## src/rtl/crtk_pkg.sv

```systemverilog
// Shared types and constants for the constrained residual best-K list.
// Used by every module of the block; depends on nothing.
package crtk_pkg;

  localparam int FRAC_BITS  = 16;
  localparam int LIST_DEPTH = 64;
  localparam int IDX_W      = $clog2(LIST_DEPTH);
  localparam int FRAC_W     = FRAC_BITS + 1;
  localparam int RECIP_W    = FRAC_BITS;
  localparam int CNT_W      = 20;
  localparam int RANK_W     = 6;
  localparam int SCORE_W    = 54;

  localparam int ONE_Q  = 1 << FRAC_BITS;
  localparam int LIM_LO = (2 * ONE_Q + 50) / 100;
  localparam int LIM_HI = (98 * ONE_Q + 50) / 100;

  localparam int QDEPTH = 4;
  localparam int QPTR_W = $clog2(QDEPTH);

  localparam int CFG_AW = 5;
  localparam int CFG_DW = 32;
  localparam int REG_W  = 3;

  localparam logic [REG_W-1:0] REG_N_OUT0         = 3'd0;
  localparam logic [REG_W-1:0] REG_N_OUT1         = 3'd1;
  localparam logic [REG_W-1:0] REG_N_OUT2         = 3'd2;
  localparam logic [REG_W-1:0] REG_LAMBDA_START   = 3'd3;
  localparam logic [REG_W-1:0] REG_MW_RATIO_RECIP = 3'd4;

  localparam logic [RECIP_W-1:0] RECIP_RESET = RECIP_W'(16384);

  typedef enum logic {
    OP_SCORE = 1'b0,
    OP_READ  = 1'b1
  } op_t;

  typedef struct packed {
    op_t               operation;
    logic [FRAC_W-1:0] beta_first;
    logic [FRAC_W-1:0] mortality_first;
    logic [FRAC_W-1:0] beta_second;
    logic [RANK_W-1:0] read_rank;
  } req_t;

  typedef struct packed {
    logic               accepted;
    logic [RANK_W-1:0]  insert_rank;
    logic               entry_valid;
    logic [FRAC_W-1:0]  entry_beta_first;
    logic [FRAC_W-1:0]  entry_mortality_first;
    logic [FRAC_W-1:0]  entry_beta_second;
    logic [FRAC_W-1:0]  entry_mortality_second;
    logic [SCORE_W-1:0] entry_score;
  } rsp_t;

  typedef struct packed {
    logic [CNT_W-1:0]   n_out0;
    logic [CNT_W-1:0]   n_out1;
    logic [CNT_W-1:0]   n_out2;
    logic [FRAC_W-1:0]  lambda_start;
    logic [RECIP_W-1:0] mw_ratio_recip;
  } cfg_t;

  // classified word handed from the scoring front to the list
  typedef struct packed {
    op_t                op;
    logic               pass;
    logic [RANK_W-1:0]  rank;
    logic [FRAC_W-1:0]  b0;
    logic [FRAC_W-1:0]  m0;
    logic [FRAC_W-1:0]  b1;
    logic [FRAC_W-1:0]  m1;
    logic [SCORE_W-1:0] score;
  } word_t;

endpackage

```

## src/rtl/crtk_queue.sv

```systemverilog
// Short FIFO of classified words between the scoring front and the list.
// Depends on crtk_pkg.
module crtk_queue (
  input  logic            clk,
  input  logic            rst,
  input  logic            push_valid,
  output logic            full,
  input  crtk_pkg::word_t push_word,
  input  logic            pop,
  output logic            head_valid,
  output crtk_pkg::word_t head_word
);

  crtk_pkg::word_t slots [crtk_pkg::QDEPTH];
  logic [crtk_pkg::QPTR_W-1:0] wr_ptr, rd_ptr;
  logic [crtk_pkg::QPTR_W:0]   count;
  logic push;

  assign full       = count == (crtk_pkg::QPTR_W + 1)'(crtk_pkg::QDEPTH);
  assign head_valid = count != '0;
  assign head_word  = slots[rd_ptr];
  assign push       = push_valid && !full;

  always_ff @(posedge clk) begin
    if (rst) begin
      wr_ptr <= '0;
      rd_ptr <= '0;
      count  <= '0;
    end else begin
      if (push) begin
        wr_ptr <= wr_ptr + 1'b1;
      end
      if (pop) begin
        rd_ptr <= rd_ptr + 1'b1;
      end
      if (push && !pop) begin
        count <= count + 1'b1;
      end else if (pop && !push) begin
        count <= count - 1'b1;
      end
    end
  end

  always_ff @(posedge clk) begin
    if (push) begin
      slots[wr_ptr] <= push_word;
    end
  end

endmodule

```

## config.mk

```make
export PLATFORM = sky130hd
export DESIGN_NAME = crtk_queue
export DESIGN_NICKNAME = d
export VERILOG_FILES = /design/src/rtl/crtk_pkg.sv /design/src/rtl/crtk_queue.sv
export SDC_FILE = /design/constraint.sdc
export NUM_CORES = 1
export LEC_CHECK = 0
export ABC_AREA = 1
export BUFFER_PORTS_ARGS = -buffer_cell sky130_fd_sc_hd__clkbuf_2
export CAP_MARGIN = 40
export CORE_UTILIZATION = 50
export CTS_CLUSTER_DIAMETER = 200
export DETAILED_ROUTE_END_ITERATION = 8
export GPL_ROUTABILITY_DRIVEN = 1
export PLACE_DENSITY = 0.68
export SETUP_SLACK_MARGIN = 0.1
export SLEW_MARGIN = 15
export SYNTH_ARGS = -nofsm -noshare
export SYNTH_HDL_FRONTEND = slang
export SYNTH_SLANG_ARGS = --single-unit
export TNS_END_PERCENT = 20
```

## constraint.sdc

```tcl
create_clock -name clk -period 20.3 [get_ports clk]
set_clock_uncertainty 0.05 [all_clocks]
set_input_delay 5.075 -clock clk [delete_from_list [all_inputs] [get_ports clk]]
set_output_delay 5.075 -clock clk [all_outputs]
set_load 0.02 [all_outputs]
```

# Word level (Yosys, flattened, before mapping)
# Memories as Yosys holds them, arrays and structs flattened. A register that Yosys moved wholly into a read port is not among the register bits.
# Cells that the tools add are included.
dict set report op_classes {
  n_addsub 4
  n_eq_ne 1
  mux 6
  reduce_logical 8
}
# operator n
set ops {}
lappend ops {{2-to-1 mux 3 bit} 2}
lappend ops {{adder 2 x 1 -> 2 bit, second input constant} 2}
lappend ops {{2-to-1 mux 2 bit} 2}
lappend ops {{adder 3 x 1 -> 3 bit, second input constant} 1}
lappend ops {{equality test 3 bit, second input constant} 1}
lappend ops {{logical AND 1 bit} 3}
lappend ops {{logical NOT 1 bit} 3}
lappend ops {{nonzero test 3 bit} 1}
lappend ops {{subtractor 3 x 1 -> 3 bit, second input constant} 1}
lappend ops {{2-to-1 mux 1 bit} 2}
lappend ops {{nonzero test 2 bit} 1}
dict set report totals {
  reg_bits 7
  ramBits 520
  in_bits 134
  output_inout_bits 132
  word_cells 23
  n_memories 1
}
# memory depth width read_ports rd_clocked_by_memory_dff write_ports line_no
set memory_table {}
lappend memory_table {slots 4 130 1 1 1 crtk_queue.sv:14} ;# crtk_pkg::word_t slots [crtk_pkg::QDEPTH];

# Longest topological paths before layout
dict set report depth {
  word_depth 7
  mapped_depth 13
  depth_no_buf 13
}

# Worst setup path before layout
# Ideal clock, no wire load.
dict set report synth_path {
  path_type {input to register}
  startpoint {in push_valid}
  endpoint {mem slots[0][0] (netlist bit), enable pin}
  arrival_time_ns 10.591
  path_slack_ns 9.038
  cell_stages 2
  path_cell_list {nand2_1 nor2_1}
}
dict set report synth_between {
  elab_chain_cells 3
}
# item line_no
set synth_rtl {}
lappend synth_rtl {{start: declaration} crtk_queue.sv:6} ;# input logic push_valid,
lappend synth_rtl {{logical AND 1 bit} crtk_queue.sv:22} ;# assign push = push_valid && !full;
lappend synth_rtl {{2-to-1 mux 1 bit} crtk_queue.sv:45} ;# if (push) begin
lappend synth_rtl {{2-to-1 mux 1 bit (not written as such)} crtk_queue.sv:46} ;# slots[wr_ptr] <= push_word;
lappend synth_rtl {{end: declaration} crtk_queue.sv:14}
# Every way passes these cells.

==> impl_metrics.tcl <==
set metrics [dict create \
    rrSetupSlack_ns 16.82 \
    wl_met2_mm 20.06 \
    post-dp-hpwl_mm 24.43 \
    via_per_inst 5.523 \
    wl_met3_mm 2.826 \
    p_sw_share_pct 24.11 \
    top_layer "met4" \
    grt_pass1_vias 11470 \
    nets 1721 \
    max_stage_delay_ns 0.87 \
    cp_data_required_time_ns 15.18 \
    cts_sinks 529 \
    coreArea_sq_um 38830 \
    powerDensity_nw_per_um2 110.0 \
    post-route-drc-count 0 \
    cts.repair.resized 0 \
    r2r-start "count[0]$_SDFFE_PP0P_" \
    worstPathMaxFanout 72 \
    synth_seq_cells 529 \
    p_int_w 0.001956 \
    synthToLayoutAreaGrowth_pct 18.56 \
    dr.pass1.iters 5 \
    power_frac_comb_pct 11.6 \
    antenna_found_initial 1 \
    rr_endpoint "slots[3][11]$_DFFE_PP_" \
    fillers 2960 \
    power_leakage_nw 8.238 \
    synth.yosys.seq_area_share_pct 79.96 \
    clockPowerShare_pct 38.0 \
    status "finished clean" \
    grt_pass1_wl_mm 66.19 \
    syn-instance-count 1322 \
    cts-root-buf "clkbuf_16" \
    setup_viol 0 \
    whs_ns 0.4027 \
    wl_per_cell_um 19.99 \
    clk_latency_ns 0.57 \
    vias 11840 \
    path_depth 5 \
    post_cts_buffers 0 \
    die_w_um 200.8 \
    cts_tree "built" \
    post-route-period-util_pct 39.61 \
    cts_hold_buf 0 \
    holdPathStages 1 \
    syn_nets 1462 \
    track_usage_pct 21.31 \
    tightest_slew_ns 0.8128 \
    gp_congestion 0.7444 \
    synth_cell_types 23 \
    max_freq_ghz 0.1244 \
    slew_headroom_pct 45.81 \
    fin_tns_setup_ns 0 \
    drtIter0Drc 837 \
    grt_max_degree 144 \
    die_area_sq_um 40310 \
    netlist_area_sq_um 19750 \
    fp.dieH_um 200.8 \
    p_seq_share_pct 50.4 \
    end_kind "primary output" \
    max-cap-violations 0 \
    crit_chain "buf_4 -> buf_12 -> o21ai_0 -> o22ai_1 -> clkbuf_2" \
    antenna_left 0 \
    cp.arrival_ns 2.92 \
    initial_utilization_pct 50.88 \
    wl_mm 42.86 \
    crit_type "reg -> out" \
    cts_buffers 52 \
    hp-class "reg -> reg" \
    wl_met1_mm 19.02 \
    critPathLaunchType "flop" \
    drive_above_1_share_pct 23.55 \
    htree_levels 2 \
    crit_slowest_cell "dfxtp_4" \
    cp_top_family "buffers and inverters" \
    ir_drop_mv 0.09067 \
    overflow 0 \
    io_buffer_count 265 \
    period_minus_slack_ns 8.040 \
    ios 266 \
    r2r_cells 8 \
    clk_pin_slew_ns 0.06 \
    row_count 72 \
    avgSynthCellArea_sq_um 14.94 \
    crit_buf_inv 3 \
    hold_viol 0 \
    yosys_warnings 0 \
    rsz0062_at_grt "no" \
    slew_violations 0 \
    clock_path_buffers 3 \
    hold_path_startpoint "rd_ptr[1]$_SDFFE_PP0P_" \
    switchingPower_w 0.0006212 \
]
worst max-delay path by stage:
stage	startpoint	to	slack (ns)
finish	flop	head_word[109]	12.26
global route	flop	head_word[127]	12.00
CTS	flop	head_word[47]	11.96
detailed placement	push_valid	slots[3][100]$_DFFE_PP_	12.29
global placement	push_valid	slots[3][100]$_DFFE_PP_	12.01
floorplan	push_valid	slots[0][0]$_DFFE_PP_	9.04
cells in the mapped netlist:
master    instances  area (sq um)
a21oi_1           5         25.02
buf_12            2         40.04
buf_2            14         70.07
buf_4             1         7.510
buf_6            22         247.7
buf_8             1         15.01
clkbuf_1         40         150.1
clkbuf_2          5         25.02
dfxtp_1           9         180.2
edfxtp_1        520         15610
fa_1              1         20.02
ha_1              5         62.56
inv_1            18         67.56
inv_12            1         16.27
inv_2             1         3.750
nand2_1           8         30.03
nand3_1           4         20.02
nand3b_1          1         7.510
nand4_1           1         6.260
nor2_1          269          1010
o21ai_0         194         970.9
o21ai_1          70         350.3
o22ai_1         130         813.3
flip-flops by register name, summed over array words and instances (netlist names), named ones only:
signal,count
wr_ptr,2
rd_ptr,2
slots,520
count,3
through the flow:
| step | setup WS (ns) | util, % | area [sq um] | cells | power, W |
|---|---|---|---|---|---|
| after global routing | 12.00 | 60.30 | 23410 | 2140 | 0.002670 |
| after global placement | 12.01 | 54.87 | 21300 | 2032 | 0.001604 |
| after floorplan | 9.038 | - | 19750 | 1322 | 0.001513 |
| final | 12.26 | 60.32 | 23420 | 2144 | 0.002577 |
| after detailed placement | 12.29 | 55.63 | 21600 | 2043 | 0.001622 |
| after CTS | 11.96 | 60.17 | 23360 | 2138 | 0.002598 |
final cells by class:
class | count | area (sq um) | area share (%)
repair buffers | 290 | 1759 | 7.511
clock buffers | 61 | 1386 | 5.919
well taps | 518 | 648.1 | 2.767
flip-flops and latches | 529 | 15800 | 67.47
inverters | 20 | 90.09 | 0.3846
multi-input cells | 688 | 3346 | 14.28
clock inverters | 34 | 379.1 | 1.619
diodes | 4 | 10.01 | 0.04274
metal layers:
layer	vias up	global-route usage, %
met3	52	4.545
li1	5536	-
met1	5872	30.81
met4	0	7.088
met5	-	0
met2	382	32.39
cell families (layout without fill, tap and decap cells):
| kind of cell | Yosys count | count (layout) | synth area share, % |
|---|---|---|---|
| compound gates | 399 | 399 | 10.93 |
| fa+ha+maj | 6 | 6 | 0.4180 |
| buf+inv | 105 | 405 | 3.256 |
| flops | 529 | 529 | 79.96 |
| other cells | 0 | 4 | 0 |
| simple gates | 283 | 283 | 5.435 |
placed cells by master (no fill, tap or decap), drive strengths merged:
cell,count
a21oi,5
buf,25
bufinv,8
clkbuf,326
clkinv,23
clkinvlp,2
dfxtp,9
diode,4
edfxtp,520
fa,1
ha,5
inv,21
nand2,8
nand3,4
nand3b,1
nand4,1
nor2,269
o21ai,264
o22ai,130
power by group through the flow:
stage	logic, W	registers, W	clock network [W]
after floorplan	0.000182	0.00133	0
after global placement	0.000280	0.00132	0
after detailed placement	0.000297	0.00132	0
after CTS	0.000298	0.00130	0.000998
after global routing	0.000324	0.00130	0.00104
final	0.000298	0.00130	0.000979
Power figures use the tool's default switching activity.
